<file path="src/lctp_pkg.sv">
package lctp_pkg;

    // Default line length limit in kept bytes.
    localparam int LINE_CHARS_DEFAULT = 63;

    // Depth of the command queue between the parser and the threshold unit.
    localparam int QUEUE_DEPTH = 2;

    // Command kinds reported on command_kind.
    localparam logic [2:0] KIND_TEMP    = 3'd0;
    localparam logic [2:0] KIND_CO2     = 3'd1;
    localparam logic [2:0] KIND_TVOC    = 3'd2;
    localparam logic [2:0] KIND_ALARM   = 3'd3;
    localparam logic [2:0] KIND_UNKNOWN = 3'd4;

    // ASCII codes the parser cares about.
    localparam logic [7:0] CHAR_LF    = 8'h0A;
    localparam logic [7:0] CHAR_CR    = 8'h0D;
    localparam logic [7:0] CHAR_SPACE = 8'h20;
    localparam logic [7:0] CHAR_TAB   = 8'h09;
    localparam logic [7:0] CHAR_VT    = 8'h0B;
    localparam logic [7:0] CHAR_FF    = 8'h0C;
    localparam logic [7:0] CHAR_PLUS  = 8'h2B;
    localparam logic [7:0] CHAR_MINUS = 8'h2D;
    localparam logic [7:0] CHAR_ZERO  = 8'h30;
    localparam logic [7:0] CHAR_NINE  = 8'h39;

    // One decoded command as it travels from the parser to the threshold unit.
    typedef struct packed {
        logic [2:0]  kind;
        logic [15:0] value;
    } cmd_t;

    // Fill status of the command queue.
    typedef struct packed {
        logic full;
        logic empty;
    } queue_status_t;

endpackage

</file>
<file path="src/lctp_front.sv">
module lctp_front #(
    parameter int LINE_CHARS = lctp_pkg::LINE_CHARS_DEFAULT
) (
    input  logic                clk,
    input  logic                rst_n,
    input  logic                in_valid,
    output logic                in_ready,
    input  logic [7:0]          rx_byte,
    input  lctp_pkg::queue_status_t q_status,
    output logic                push,
    output lctp_pkg::cmd_t      push_cmd
);
    import lctp_pkg::*;

    localparam int CntW = $clog2(LINE_CHARS + 1);
    localparam logic [CntW-1:0] CntLimit = CntW'(LINE_CHARS);

    typedef enum logic [2:0] {
        PH_WS1, PH_SG1, PH_D1, PH_WS2, PH_SG2, PH_D2, PH_DONE, PH_FAIL
    } phase_t;

    phase_t          phase_reg, phase_next;
    logic [CntW-1:0] count_reg, count_next;
    logic [7:0]      id_reg, id_next;
    logic            id_neg_reg, id_neg_next;
    logic [15:0]     val_reg, val_next;
    logic            val_neg_reg, val_neg_next;

    logic            is_ws, is_digit, is_sign, is_minus, is_eol;
    logic [3:0]      digit;
    logic [11:0]     id_wide;
    logic [7:0]      id_sat;
    logic [15:0]     val_acc;
    logic            accept;

    // Byte classification.
    assign is_ws    = (rx_byte == CHAR_SPACE) || (rx_byte == CHAR_TAB) ||
                      (rx_byte == CHAR_VT) || (rx_byte == CHAR_FF);
    assign is_digit = (rx_byte >= CHAR_ZERO) && (rx_byte <= CHAR_NINE);
    assign is_minus = (rx_byte == CHAR_MINUS);
    assign is_sign  = (rx_byte == CHAR_PLUS) || is_minus;
    assign is_eol   = (rx_byte == CHAR_LF) || (rx_byte == CHAR_CR);
    assign digit    = rx_byte[3:0];

    // Times-ten accumulate as shifts and adds; the identifier saturates.
    assign id_wide = {1'b0, id_reg, 3'b000} + {3'b000, id_reg, 1'b0} + {8'h00, digit};
    assign id_sat  = (id_wide > 12'd255) ? 8'hFF : id_wide[7:0];
    assign val_acc = {val_reg[12:0], 3'b000} + {val_reg[14:0], 1'b0} + {12'h000, digit};

    assign in_ready = !q_status.full;
    assign accept   = in_valid && in_ready;

    // Command formed from the line state at a line end.
    always_comb
    begin
        push_cmd.value = val_neg_reg ? ((~val_reg) + 16'd1) : val_reg;
        if (id_neg_reg)
        begin
            push_cmd.kind = KIND_UNKNOWN;
        end
        else
        begin
            unique case (id_reg)
                8'd1:    push_cmd.kind = KIND_TEMP;
                8'd2:    push_cmd.kind = KIND_CO2;
                8'd3:    push_cmd.kind = KIND_TVOC;
                8'd4:    push_cmd.kind = KIND_ALARM;
                default: push_cmd.kind = KIND_UNKNOWN;
            endcase
        end
    end

    // Streaming matcher for two signed decimal numbers.
    always_comb
    begin
        phase_next   = phase_reg;
        count_next   = count_reg;
        id_next      = id_reg;
        id_neg_next  = id_neg_reg;
        val_next     = val_reg;
        val_neg_next = val_neg_reg;
        push         = 1'b0;
        if (accept)
        begin
            if (is_eol)
            begin
                if (count_reg != '0)
                begin
                    push         = (phase_reg == PH_D2) || (phase_reg == PH_DONE);
                    phase_next   = PH_WS1;
                    count_next   = '0;
                    id_next      = '0;
                    id_neg_next  = 1'b0;
                    val_next     = '0;
                    val_neg_next = 1'b0;
                end
            end
            else if (count_reg < CntLimit)
            begin
                count_next = count_reg + 1'b1;
                unique case (phase_reg)
                    PH_WS1:
                    begin
                        priority if (is_ws)
                        begin
                        end
                        else if (is_sign)
                        begin
                            id_neg_next = is_minus;
                            phase_next  = PH_SG1;
                        end
                        else if (is_digit)
                        begin
                            id_next    = id_sat;
                            phase_next = PH_D1;
                        end
                        else
                        begin
                            phase_next = PH_FAIL;
                        end
                    end
                    PH_SG1:
                    begin
                        if (is_digit)
                        begin
                            id_next    = id_sat;
                            phase_next = PH_D1;
                        end
                        else
                        begin
                            phase_next = PH_FAIL;
                        end
                    end
                    PH_D1:
                    begin
                        priority if (is_digit)
                        begin
                            id_next = id_sat;
                        end
                        else if (is_ws)
                        begin
                            phase_next = PH_WS2;
                        end
                        else if (is_sign)
                        begin
                            val_neg_next = is_minus;
                            phase_next   = PH_SG2;
                        end
                        else
                        begin
                            phase_next = PH_FAIL;
                        end
                    end
                    PH_WS2:
                    begin
                        priority if (is_ws)
                        begin
                        end
                        else if (is_sign)
                        begin
                            val_neg_next = is_minus;
                            phase_next   = PH_SG2;
                        end
                        else if (is_digit)
                        begin
                            val_next   = val_acc;
                            phase_next = PH_D2;
                        end
                        else
                        begin
                            phase_next = PH_FAIL;
                        end
                    end
                    PH_SG2:
                    begin
                        if (is_digit)
                        begin
                            val_next   = val_acc;
                            phase_next = PH_D2;
                        end
                        else
                        begin
                            phase_next = PH_FAIL;
                        end
                    end
                    PH_D2:
                    begin
                        if (is_digit)
                        begin
                            val_next = val_acc;
                        end
                        else
                        begin
                            phase_next = PH_DONE;
                        end
                    end
                    PH_DONE, PH_FAIL:
                    begin
                    end
                endcase
            end
        end
    end

    // Line state registers.
    always_ff @(posedge clk or negedge rst_n)
    begin
        if (!rst_n)
        begin
            phase_reg   <= PH_WS1;
            count_reg   <= '0;
            id_reg      <= '0;
            id_neg_reg  <= 1'b0;
            val_reg     <= '0;
            val_neg_reg <= 1'b0;
        end
        else
        begin
            phase_reg   <= phase_next;
            count_reg   <= count_next;
            id_reg      <= id_next;
            id_neg_reg  <= id_neg_next;
            val_reg     <= val_next;
            val_neg_reg <= val_neg_next;
        end
    end

endmodule

</file>
<file path="src/lctp_queue.sv">
module lctp_queue (
    input  logic                    clk,
    input  logic                    rst_n,
    input  logic                    push,
    input  lctp_pkg::cmd_t          push_cmd,
    input  logic                    pop,
    output lctp_pkg::cmd_t          head_cmd,
    output lctp_pkg::queue_status_t status
);
    import lctp_pkg::*;

    localparam int PtrW = (QUEUE_DEPTH > 1) ? $clog2(QUEUE_DEPTH) : 1;
    localparam int CntW = $clog2(QUEUE_DEPTH + 1);
    localparam logic [CntW-1:0] CntFull = CntW'(QUEUE_DEPTH);
    localparam logic [PtrW-1:0] PtrLast = PtrW'(QUEUE_DEPTH - 1);

    cmd_t            mem [QUEUE_DEPTH];
    logic [PtrW-1:0] wr_ptr_reg, wr_ptr_next;
    logic [PtrW-1:0] rd_ptr_reg, rd_ptr_next;
    logic [CntW-1:0] count_reg, count_next;
    logic            do_push, do_pop;

    assign status.full  = (count_reg == CntFull);
    assign status.empty = (count_reg == '0);
    assign do_push      = push && !status.full;
    assign do_pop       = pop && !status.empty;
    assign head_cmd     = mem[rd_ptr_reg];

    // Pointer and fill count update.
    always_comb
    begin
        wr_ptr_next = wr_ptr_reg;
        rd_ptr_next = rd_ptr_reg;
        count_next  = count_reg;
        if (do_push)
        begin
            wr_ptr_next = (wr_ptr_reg == PtrLast) ? '0 : wr_ptr_reg + 1'b1;
        end
        if (do_pop)
        begin
            rd_ptr_next = (rd_ptr_reg == PtrLast) ? '0 : rd_ptr_reg + 1'b1;
        end
        if (do_push && !do_pop)
        begin
            count_next = count_reg + 1'b1;
        end
        else if (do_pop && !do_push)
        begin
            count_next = count_reg - 1'b1;
        end
    end

    // Entry storage.
    always_ff @(posedge clk)
    begin
        if (do_push)
        begin
            mem[wr_ptr_reg] <= push_cmd;
        end
    end

    // Control registers.
    always_ff @(posedge clk or negedge rst_n)
    begin
        if (!rst_n)
        begin
            wr_ptr_reg <= '0;
            rd_ptr_reg <= '0;
            count_reg  <= '0;
        end
        else
        begin
            wr_ptr_reg <= wr_ptr_next;
            rd_ptr_reg <= rd_ptr_next;
            count_reg  <= count_next;
        end
    end

endmodule

</file>
<file path="src/lctp_back.sv">
module lctp_back (
    input  logic                    clk,
    input  logic                    rst_n,
    input  lctp_pkg::queue_status_t q_status,
    input  lctp_pkg::cmd_t          head_cmd,
    output logic                    pop,
    output logic                    out_valid,
    input  logic                    out_ready,
    output logic [2:0]              command_kind,
    output logic [15:0]             command_value,
    output logic [15:0]             temp_limit,
    output logic [15:0]             co2_limit,
    output logic [15:0]             tvoc_limit,
    output logic                    remote_alarm
);
    import lctp_pkg::*;

    logic        valid_reg, valid_next;
    logic [2:0]  kind_reg;
    logic [15:0] value_reg;
    logic [15:0] temp_reg, temp_next;
    logic [15:0] co2_reg, co2_next;
    logic [15:0] tvoc_reg, tvoc_next;
    logic        alarm_reg, alarm_next;

    // Take a command whenever the output register is free or being emptied.
    assign pop = !q_status.empty && (!valid_reg || out_ready);

    // Threshold updates.
    always_comb
    begin
        temp_next  = temp_reg;
        co2_next   = co2_reg;
        tvoc_next  = tvoc_reg;
        alarm_next = alarm_reg;
        valid_next = valid_reg && !out_ready;
        if (pop)
        begin
            valid_next = 1'b1;
            unique case (head_cmd.kind)
                KIND_TEMP:  temp_next  = head_cmd.value;
                KIND_CO2:   co2_next   = head_cmd.value;
                KIND_TVOC:  tvoc_next  = head_cmd.value;
                KIND_ALARM: alarm_next = 1'b1;
                default:
                begin
                end
            endcase
        end
    end

    // Threshold store and output valid.
    always_ff @(posedge clk or negedge rst_n)
    begin
        if (!rst_n)
        begin
            valid_reg <= 1'b0;
            temp_reg  <= '0;
            co2_reg   <= '0;
            tvoc_reg  <= '0;
            alarm_reg <= 1'b0;
        end
        else
        begin
            valid_reg <= valid_next;
            temp_reg  <= temp_next;
            co2_reg   <= co2_next;
            tvoc_reg  <= tvoc_next;
            alarm_reg <= alarm_next;
        end
    end

    // Result payload; the thresholds are shown from the store itself.
    always_ff @(posedge clk)
    begin
        if (pop)
        begin
            kind_reg  <= head_cmd.kind;
            value_reg <= head_cmd.value;
        end
    end

    assign out_valid     = valid_reg;
    assign command_kind  = kind_reg;
    assign command_value = value_reg;
    assign temp_limit    = temp_reg;
    assign co2_limit     = co2_reg;
    assign tvoc_limit    = tvoc_reg;
    assign remote_alarm  = alarm_reg;

endmodule

</file>
<file path="src/line_command_threshold_parser.sv">
// Line command parser for alarm thresholds.
// Input channel: in_valid / in_ready with rx_byte, one received ASCII byte per
// item. Each line of the form "<id> <value>" ended by CR or LF yields one result
// item on out_valid / out_ready: command_kind, command_value and the current
// temperature, CO2 and TVOC thresholds plus the remote alarm flag after it.
// Lines that do not match, and empty lines, give no result.
// Throughput: one byte per cycle while the queue is not full. The parser
// updates its line state in the same cycle as the byte is taken (one
// times-ten accumulate per byte). When the line-ending byte is accepted, the
// command is written into the two-entry queue; it moves from there into the
// output register once that register is free or being emptied.
// When the receiver stalls, the output register holds its item and the queue
// absorbs up to two more commands; in_ready drops only while the queue is full.
// Reset clears the line state, all thresholds and the alarm flag to zero, and
// the block is ready for bytes as soon as reset is released.
module line_command_threshold_parser #(
    parameter int LINE_CHARS = lctp_pkg::LINE_CHARS_DEFAULT
) (
    input  logic        clk,
    input  logic        rst_n,
    input  logic        in_valid,
    output logic        in_ready,
    input  logic [7:0]  rx_byte,
    output logic        out_valid,
    input  logic        out_ready,
    output logic [2:0]  command_kind,
    output logic [15:0] command_value,
    output logic [15:0] temp_limit,
    output logic [15:0] co2_limit,
    output logic [15:0] tvoc_limit,
    output logic        remote_alarm
);
    import lctp_pkg::*;

    queue_status_t q_status;
    logic          push;
    logic          pop;
    cmd_t          push_cmd;
    cmd_t          head_cmd;

    // Front: byte parser.
    lctp_front #(
        .LINE_CHARS(LINE_CHARS)
    ) u_front (
        .clk      (clk),
        .rst_n    (rst_n),
        .in_valid (in_valid),
        .in_ready (in_ready),
        .rx_byte  (rx_byte),
        .q_status (q_status),
        .push     (push),
        .push_cmd (push_cmd)
    );

    // Command queue between the two sides.
    lctp_queue u_queue (
        .clk      (clk),
        .rst_n    (rst_n),
        .push     (push),
        .push_cmd (push_cmd),
        .pop      (pop),
        .head_cmd (head_cmd),
        .status   (q_status)
    );

    // Back: threshold store and result register.
    lctp_back u_back (
        .clk           (clk),
        .rst_n         (rst_n),
        .q_status      (q_status),
        .head_cmd      (head_cmd),
        .pop           (pop),
        .out_valid     (out_valid),
        .out_ready     (out_ready),
        .command_kind  (command_kind),
        .command_value (command_value),
        .temp_limit    (temp_limit),
        .co2_limit     (co2_limit),
        .tvoc_limit    (tvoc_limit),
        .remote_alarm  (remote_alarm)
    );

endmodule

</file>
<file path="config.mk">
export PLATFORM = sky130hd
export DESIGN_NAME = line_command_threshold_parser
export DESIGN_NICKNAME = d
export VERILOG_FILES = /design/src/lctp_pkg.sv /design/src/lctp_front.sv /design/src/lctp_queue.sv /design/src/lctp_back.sv /design/src/line_command_threshold_parser.sv
export SDC_FILE = /design/constraint.sdc
export NUM_CORES = 1
export LEC_CHECK = 0
export ABC_AREA = 1
export CAP_MARGIN = 0
export CORE_UTILIZATION = 60
export CTS_CLUSTER_DIAMETER = 50
export CTS_CLUSTER_SIZE = 25
export DETAILED_ROUTE_END_ITERATION = 10
export DONT_BUFFER_PORTS = 1
export PLACE_DENSITY = 0.88
export SLEW_MARGIN = 10
export SYNTH_ARGS = -nofsm -noshare
export SYNTH_HDL_FRONTEND = slang
export SYNTH_SLANG_ARGS = --single-unit
</file>
<file path="constraint.sdc">
create_clock -name clk -period 3.5 [get_ports clk]
set_input_delay 0.35 -clock clk [delete_from_list [all_inputs] [get_ports clk]]
set_output_delay 0.35 -clock clk [all_outputs]
set_load 0.02 [all_outputs]
</file>
==> impl_results.md, run 1 <==
- Port-buffer cells: 0
- Crit path max fanout: 8
- Worst vdd ir: 529 uV
- Rel. slew slack: 0.528
- Max reg flops: 38
- Share of layout cells above drive strength 1: 0.0801
- Final Power: 8460 uW
- Overall routing resource usage: 0.287
- Sink Count: 146
- Setup TNS: 0 ps
- Number of global-route vias before repair: 6787
- Sequential group share of total power: 0.405
- Endpoints failing setup: 0
- HPWL reported at the end of detailed placement: 12500 um
- R2R setup slack: 600 ps
- # diodes: 0
- Die width: 119 um
- DR iter-0 viols: 722
- Power share of the clock group: 0.212
- Period minus WS final: 2900 ps
- Post-route ant nets: 0
- Hold slack: 138 ps
- Crit path launch: u_front.id_reg[0]
- CP Capture Point: u_front.id_reg[7]
- Switching power: 3940 uW
- PD cells: 944 nW/um^2
- CTS tree: done
- Final Wtd Congestion: 0.879
- Max Freq: 345 MHz
- Measured slew at the worst slew-check pin: 708 ps
- Core Area: 13300 um^2
- Clock Skews: 10.7 ps
- Most frequent cells in the layout: nand2_1, inv_1, dfrtp_1, nor2_1, edfxtp_1
- Mapped Cells: 966
- Period utilization: 0.828
- CP Class: flip-flop to flip-flop
- Via count: 6724
- Residual DRC: 0
- Grt ovf: 0
- Register area share after synthesis: 0.481
- Worst r2r dst: u_front.id_reg[7]
- Critical path, cell by cell: fa_1 > fa_1 > nand3_1 > nand3_1 > nand2_1 > nand2_1 > nand2_1 > nand2_1 > nor2_1 > nand3_1 > nand2_1 > nand2_1
- Hold WC Path Type: input pin to flip-flop
- Wire length per cell: 16.3 um
- Site Rows: 42
- Outcome: completed
- Synth unique cells: 42
- Syn Std Cell Area: 8190 um^2
- Most frequent cell on the critical path: nand2_1
- Max clock buf depth: 2
- Syn_area_per_cell: 8.47 um^2
- Post CTS Setup Buffer Count: 0
- H-tree Lvls: 4
- Largest Register: u_queue.mem
- Clock-pin slew on the worst setup and hold paths: 70 ps
- Die Y: 119 um
- Root Driver: clkbuf_16
- Critical path's slowest cell: fa_1
- Final WL: 19000 um
- Final nets: 1034
- Full die area: 14100 um^2
- Setup repair after global routing missed its margin: no
- Post-DR vias/cell: 5.79
- CTS Buf Count: 17
- Gate power share: 0.383
- Switching power share of the total: 0.466
- Largest net degree at the start of global routing: 90
- CP arrival: 3220 ps
- First-pass GRT wire length: 32100 um
- Commonest non-fill, non-tap cell in the layout: nand2_1
- Crit end category: flip-flop
- Slowest stage delay, CP: 570 ps
- IO Pins: 82
- Synthesized Nets: 1027
- FF-to-FF path depth: 12
- Max-slew violations: 0
- Antenna violations before repair: 0
- Fin. Hold Viols: 0
- Clk_lat worst skew: 430 ps
- DRT Pass-1 Iters: 7
- Internal: 4520 uW
- Setup crit start kind: flip-flop
- Reg-to-Reg Start: u_front.id_reg[0]
- Initial Utilization: 0.616
- Leak: 0.00445 uW
- Synthesis Warnings: 0
- WP data required: 3820 ps
- Area Growth Syn to Fin: 9.43%
- Post_cts resized: 0
- Max Cap Viol: 0
- #FFs+latches synth: 146
worst min path at each step:
stage,startpoint,endpoint,slack [ps],cells past startpoint
global route,rx_byte[0],u_front.val_reg[0],140,2
detailed placement,rst_n,u_back.out_valid,60,0
CTS,rx_byte[0],u_front.val_reg[0],130,2
floorplan,rst_n,u_back.co2_limit[0],50,0
finish,out_ready,u_back.out_valid,140,3
global placement,rst_n,u_back.out_valid,60,0
critical path: cells and delay by family (launching register included):
family / cells / cell delay, ps
adders and majority gates: 2 / 1090
DFF: 1 / 470
and+or+nand+nor: 10 / 1230
cells in the mapped netlist (all sizes together):
cell type,number,share of area
nor2,82,0.043
clkbuf,4,0.0021
buf,16,0.012
nand3b,5,0.0046
o21ai,64,0.044
xor2,21,0.022
inv,127,0.058
o211ai,2,0.0018
and2,2,0.0015
or2,5,0.0038
ha,45,0.069
o31ai,2,0.0018
nand4,12,0.0092
o21a,1,0.00092
a31oi,17,0.013
xnor2,8,0.0086
edfxtp,57,0.21
nor4,2,0.0052
nand3,60,0.041
a21o,1,0.00092
fa,4,0.0098
o21bai,2,0.0018
nand2,316,0.15
a21oi,18,0.011
nor3,4,0.0024
dfrtp,89,0.27
power groups by stage:
stage	registers (uW)	clock network, uW	logic [uW]
after global routing	3490	1860	3670
final	3430	1790	3240
after global placement	3390	0	2900
after detailed placement	3430	0	3070
after CTS	3410	1800	3190
after floorplan	3240	0	2490
routing by layer:
metal,up-vias,track usage,routed length (um)
li1,3148,-,-
met1,3158,0.339,7530
met2,351,0.490,9330
met3,67,0.0733,1460
met4,0,0.136,641
met5,-,0,0
cells by family (layout without fill, tap and decap cells):
| family | after synthesis | count (layout) | synth area share |
|---|---|---|---|
| AOI/OAI and AO/OA | 107 | 107 | 0.0755 |
| xor gates and xnor gates | 29 | 29 | 0.0310 |
| adders and majority gates | 49 | 49 | 0.0786 |
| buffers and inverters | 147 | 167 | 0.0727 |
| DFF | 146 | 146 | 0.481 |
| and+or+nand+nor | 488 | 488 | 0.261 |
metrics by stage:
step,cells,utilization,area (um^2),setup slack (ps)
CTS,1162,0.674,8960,646
floorplan,966,-,8190,1080
global route,1162,0.674,8960,448
finish,1162,0.674,8960,603
global placement,1128,0.627,8330,885
detailed placement,1128,0.627,8330,723
cell type report:
cell class | count | area [um^2]
sequential | 146 | 3940
tap | 176 | 220
clock inverter | 15 | 163
clock buffer | 17 | 425
fill | 936 | 4340
multi-input combinational | 673 | 3650
inverter | 127 | 477
timing repair buffer | 8 | 82.6
repair_timing:
| action | 4_1_cts | 5_1_grt |
|---|---|---|
| hold endpoints to repair | 89 | 0 |
| hold buffers | 2 | 0 |
| endpoints found under the setup margin | 0 | 0 |
Note: power is estimated with default switching activity, not from simulation.
==> run 2: changes to the inputs <==
--- a/config.mk
+++ b/config.mk
@@ -5,9 +5,9 @@
 export SDC_FILE = /design/constraint.sdc
 export NUM_CORES = 1
 export LEC_CHECK = 0
-export ABC_AREA = 1
+export ABC_AREA = 0
 export CAP_MARGIN = 0
-export CORE_UTILIZATION = 60
+export CORE_UTILIZATION = 58
 export CTS_CLUSTER_DIAMETER = 50
 export CTS_CLUSTER_SIZE = 25
 export DETAILED_ROUTE_END_ITERATION = 10
==> constraint.sdc (replaced) <==
create_clock -name clk -period 2.65 [get_ports clk]
set_input_delay 0.265 -clock clk [delete_from_list [all_inputs] [get_ports clk]]
set_output_delay 0.265 -clock clk [all_outputs]
set_load 0.02 [all_outputs]
==> run 2 against run 1 <==
Against the previous run: count of clock-buffer cells in the layout is 4 higher; flip-flop and latch count unchanged; final area shrank 5.5%; critical path type unchanged; critical endpoint is now u_front.val_reg[15]; largest cell class unchanged; largest power group unchanged.
==> impl_results.md, run 2 <==
- Most frequent cells in the layout: dfrtp_1, mux2_2, edfxtp_1, nand2_1, ha_1
- Area taken by multi-input logic gates: 3430 um^2
- Leak: 0.00377 uW
- Root Driver: clkbuf_16
- H-tree Lvls: 4
- Syn Std Cell Area: 7470 um^2
- Post-synth top cells: dfrtp_1, mux2_2, edfxtp_1
- Endpoints failing setup: 0
- Setup WS post-layout: 89.1 ps
- Max clock buf depth: 2
- DRT Pass-1 Iters: 4
- Max reg flops: 38
- Full die area: 13300 um^2
- Via count: 5006
- Largest net degree at the start of global routing: 90
- Max Cap Viol: 0
- Most frequent cell after synthesis: dfrtp_1
- Fin. Hold Viols: 0
- Ys async rst share: 0.610
- Final WL: 17100 um
- Fillers: 771
- CP Class: flip-flop to flip-flop
- Storage cell area: 3940 um^2
- Final Power: 8790 uW
- Post-synth EDFFs: 57
- Commonest non-fill, non-tap cell in the layout: dfrtp_1
- Hold WC Path Type: input pin to flip-flop
- First-pass GRT wire length: 26300 um
- Grt ovf: 0
- Area Growth Syn to Fin: 13.2%
- Final Wtd Congestion: 0.927
- Register area share after synthesis: 0.527
- Setup TNS: 0 ps
- PD cells: 1040 nW/um^2
- Syn_area_per_cell: 12.5 um^2
- Outcome: completed
- Setup repair after global routing missed its margin: no
- IO Pins: 82
- Crit end category: flip-flop
- Largest Register: u_queue.mem
- Share of layout cells above drive strength 1: 0.246
- Measured slew at the worst slew-check pin: 986 ps
- Ys flop type: dfrtp_1
- Worst vdd ir: 519 uV
- Clock-pin slew on the worst setup and hold paths: 60 ps
- DR iter-0 viols: 356
- CTS tree: done
- Fraction of synthesized cell area taken by the top area cell type: 0.298
- Max-slew violations: 0
- #FFs+latches synth: 146
- Setup crit start kind: flip-flop
- Clk_lat worst skew: 430 ps
- # diodes: 0
- Pre-CTS WS: -58.8 ps
- Max Freq: 390 MHz
- Number of global-route vias before repair: 5025
- Clock Skews: 15.8 ps
- Overall routing resource usage: 0.265
- CP arrival: 2870 ps
- Sink Count: 146
- Final Util: 0.673
- Residual DRC: 0
- CTS Buf Count: 17
- Port-buffer cells: 0
- HPWL reported at the end of detailed placement: 10600 um
- Synthesized Nets: 657
- Mapped Cells: 596
- WP data required: 2950 ps
- Initial Utilization: 0.595
- Site Rows: 41
- Post-DR vias/cell: 6.20
- Rel. slew slack: 0.342
- Post-route ant nets: 0
- Synthesis Warnings: 0
- Die width: 116 um
- Crit path max fanout: 3
- Top cells by area, synth: dfrtp_1, edfxtp_1, mux2_2
- Antenna violations before repair: 0
- Period minus WS final: 2560 ps
- Synth unique cells: 71
- Wire length per cell: 21.2 um
- Period utilization: 0.966
- Die Y: 116 um
- Yosys top cell by area: dfrtp_1
- Core Area: 12600 um^2
- Final nets: 683
run 2: logic make-up (layout without fill, tap and decap cells):
| kind of cell | Yosys count | count (layout) | share of synthesized area |
|---|---|---|---|
| buffers and inverters | 33 | 72 | 0.0243 |
| DFF | 146 | 146 | 0.527 |
| adders and majority gates | 49 | 49 | 0.0861 |
| xor gates and xnor gates | 43 | 43 | 0.0504 |
| AOI/OAI and AO/OA | 104 | 104 | 0.0971 |
| and+or+nand+nor | 150 | 150 | 0.102 |
| muxes | 71 | 71 | 0.113 |
run 2: what timing repair did:
action / CTS / global route
hold endpoints to repair: 90 / 0
resized for setup: 1 / 14
setup endpoints to repair: 8 / 40
pin swaps: 0 / 3
hold buffers: 3 / 0
setup buffers: 0 / 3
run 2: worst paths after layout:
kind	startpoint	end	slack, ps	depth (start not counted)
setup / recovery	u_front.val_reg[0]	u_front.val_reg[15]	90	8
hold / removal	rx_byte[0]	u_front.id_reg[0]	30	2
setup reg to reg	u_front.val_reg[0]	u_front.val_reg[15]	90	8
hold reg to reg	u_front.id_neg_reg	u_front.id_neg_reg	550	1
max in group asynchronous	rst_n	u_back.tvoc_limit[11]	1830	2
min in group asynchronous	rst_n	u_back.co2_limit[6]	390	2
run 2: where the power goes:
group / switching (uW) / total [uW] / internal [uW]
clock: 1000 / 2470 / 1470
combinational: 1160 / 2180 / 1020
sequential: 1130 / 4140 / 3010
total: 3290 / 8790 / 5500
run 2: layout make-up:
class,count,share of cell area
flip-flops and latches,146,0.465
multi-input cells,417,0.405
clock buffers,21,0.0594
well taps,172,0.0254
repair buffers,24,0.0242
clock inverters,11,0.0132
inverters,16,0.00710
run 2: stage by stage:
stage / hold WS [ps] / std cells / cell area [um^2]
floorplan: -30.6 / 596 / 7480
global placement: -28.9 / 769 / 7700
detailed placement: -28.6 / 769 / 7700
CTS: 13.1 / 804 / 8370
global route: 47.2 / 807 / 8460
finish: 28.0 / 807 / 8460
run 2: metal layers:
layer	vias up	global-route usage	routed length [um]
li1	2251	-	-
met1	2489	0.295	6770
met2	217	0.463	8690
met3	49	0.0743	1120
met4	0	0.137	557
met5	-	0	0
run 2: critical path, cell delays in order (launching register included):
cell and delay, ps:
dfrtp_1 410, fa_1 520, ha_1 300, a21oi_1 70
nand4b_1 210, a211oi_2 410, o32ai_1 180, xnor2_1 150
a22o_1 200
==> run 3: changes to the inputs <==
--- a/config.mk
+++ b/config.mk
@@ -7,6 +7,7 @@
 export LEC_CHECK = 0
 export ABC_AREA = 0
 export CAP_MARGIN = 0
+export CORE_ASPECT_RATIO = 0.7
 export CORE_UTILIZATION = 58
 export CTS_CLUSTER_DIAMETER = 50
 export CTS_CLUSTER_SIZE = 25
==> run 3 against run 2 <==
Against the previous run: clock skew down 4.4 ps; wire length down 3.8%; final area down 0.31%; combinational power about the same; core utilization up 0.12 points; first-iteration DRC count up 12%; maximum frequency down 2.8%; clock power down 2%; count of clock-buffer cells in the layout down 4; sequential share of layout area up 0.15 points; largest power group unchanged; highest routed layer unchanged.
==> impl_results.md, run 3 (synthesis gave the netlist of run 2 again) <==
- Die width: 138 um
- Antenna violations before repair: 0
- Max Freq: 380 MHz
- Period minus WS final: 2630 ps
- Final Wtd Congestion: 0.905
- DRT Pass-1 Iters: 5
- Leak: 0.00376 uW
- Max reg flops: 38
- Port-buffer cells: 0
- Residual DRC: 0
- HPWL reported at the end of detailed placement: 10900 um
- CTS tree: done
- Hold slack: 34.8 ps
- Crit end category: flip-flop
- Measured slew at the worst slew-check pin: 892 ps
- Fillers: 823
- Final WL: 16500 um
- Die Y: 97.0 um
- PD cells: 1030 nW/um^2
- Area Growth Syn to Fin: 12.9%
- Largest Register: u_queue.mem
- Worst r2r dst: u_front.val_reg[15]
- Overall routing resource usage: 0.257
- Full die area: 13400 um^2
- IO Pins: 82
- Post-DR vias/cell: 6.18
- Worst vdd ir: 869 uV
- CP arrival: 2960 ps
- Hold depth: 2
- Max-slew violations: 0
- Wire length per cell: 20.7 um
- CP Class: flip-flop to flip-flop
- Rel. slew slack: 0.405
- Critical path, cell by cell: buf_4 > ha_1 > ha_1 > a21o_1 > a31oi_1 > a211oi_2 > o32ai_1 > xnor2_1 > a22o_1
- Worst Hold Path EP: u_front.id_reg[0]
- Setup WS post-layout: 15.6 ps
- Number of global-route vias before repair: 4976
- Critical path's slowest cell: dfrtp_1
- # diodes: 0
- Initial Utilization: 0.598
- Max clock buf depth: 2
- R2R setup slack: 20 ps
- Finished Cell Area: 8440 um^2
- Setup crit start kind: flip-flop
- Most frequent cell on the critical path: ha_1
- Via count: 4929
- Final nets: 684
- Post-route ant nets: 0
- Clock-pin slew on the worst setup and hold paths: 70 ps
- Most frequent cells in the layout: dfrtp_1, mux2_2, edfxtp_1, nand2_1, ha_1
- Met2 usage: 0.414
- Clock Skews: 11.4 ps
- Period utilization: 0.994
- Hold WC Path Type: input pin to flip-flop
- DR iter-0 viols: 399
- CTS Buf Count: 17
- FF-to-FF path depth: 9
- Clk_lat worst skew: 430 ps
- Crit path max fanout: 6
- Site Rows: 34
- Endpoints failing setup: 0
- Final Util: 0.674
- Outcome: completed
- Commonest non-fill, non-tap cell in the layout: dfrtp_1
- GRT busiest layer: met2
- Reg-to-Reg Start: u_front.val_reg[2]
- Sink Count: 146
- Met3 Usage GRT: 0.0687
- Share of layout cells above drive strength 1: 0.242
- Grt ovf: 0
- Slowest stage delay, CP: 400 ps
- WP data required: 2980 ps
- Min-delay src: rx_byte[0]
- Pre-CTS WS: -121 ps
- Root Driver: clkbuf_16
- First-pass GRT wire length: 25900 um
- Largest net degree at the start of global routing: 90
- H-tree Lvls: 4
- Post-DP Area: 7710 um^2
- Met1 usage: 0.330
- Core Area: 12500 um^2
- Max Cap Viol: 0
- Fin. Hold Viols: 0
-- run 3: changes by cell type in the layout (fill, tap and decap cells not counted), moves of 2 or more --
cell / previous run / this run
clkinv_8: 0 / 6
inv_8: 0 / 5
clkinv_4: 5 / 2
inv_6: 3 / 0
clkbuf_16: 19 / 17
clkbuf_8: 2 / 0
-- run 3: how the worst max path moves through the flow --
| stage | startpoint | endpoint | slack (ps) | cells past startpoint |
|---|---|---|---|---|
| after floorplan | u_front.val_reg[0] | u_front.val_reg[14] | 150 | 9 |
| after global placement | u_front.id_reg[0] | u_front.id_reg[7] | 40 | 8 |
| after detailed placement | u_front.id_reg[0] | u_front.id_reg[6] | -120 | 8 |
| after CTS | u_front.val_reg[0] | u_front.val_reg[14] | 30 | 9 |
| after global routing | u_front.val_reg[2] | u_front.val_reg[13] | -30 | 9 |
| final | u_front.val_reg[2] | u_front.val_reg[15] | 20 | 9 |
-- run 3: critical path: cells and delay by family, from the launching register on --
family                     cells  cell delay (ps)
AOI/OAI and AO/OA              5             1290
adders and majority gates      2              560
DFF                            1              400
buffers and inverters          1              170
xor gates and xnor gates       1              120
-- run 3: area by class of cell --
class / count / area (um^2) / area share
sequential: 146 / 3940 / 0.467
multi-input combinational: 417 / 3410 / 0.404
clock buffer: 17 / 425 / 0.0504
timing repair buffer: 25 / 213 / 0.0252
tap: 162 / 203 / 0.0240
clock inverter: 15 / 185 / 0.0220
inverter: 16 / 60.1 / 0.00712
-- run 3: stage by stage --
step | setup TNS, ps | total power [uW] | std cells
floorplan | 0 | 5560 | 596
global placement | 0 | 5960 | 762
detailed placement | -561 | 6160 | 762
CTS | 0 | 8670 | 797
global route | -79.7 | 9090 | 798
finish | 0 | 8690 | 798
-- run 3: repair_timing --
item | in CTS | in global routing
gates resized for setup | 1 | 10
setup endpoints to repair | 8 | 28
pin swaps | 0 | 2
hold buffers | 3 | 0
endpoints found under the hold margin | 90 | 0
setup buffers | 0 | 1
-- run 3: per-layer routing --
layer | vias to the layer above | wire [um]
li1 | 2258 | -
met1 | 2442 | 6780
met2 | 207 | 7970
met3 | 22 | 1420
met4 | 0 | 323
met5 | - | 0
-- run 3: report_power, final --
part / internal, uW / switching (uW) / leakage, uW
Sequential: 3010 / 1090 / 0.00172
Clock: 1280 / 1140 / 0.000294
Combinational: 1030 / 1140 / 0.00175
Total: 5320 / 3380 / 0.00376
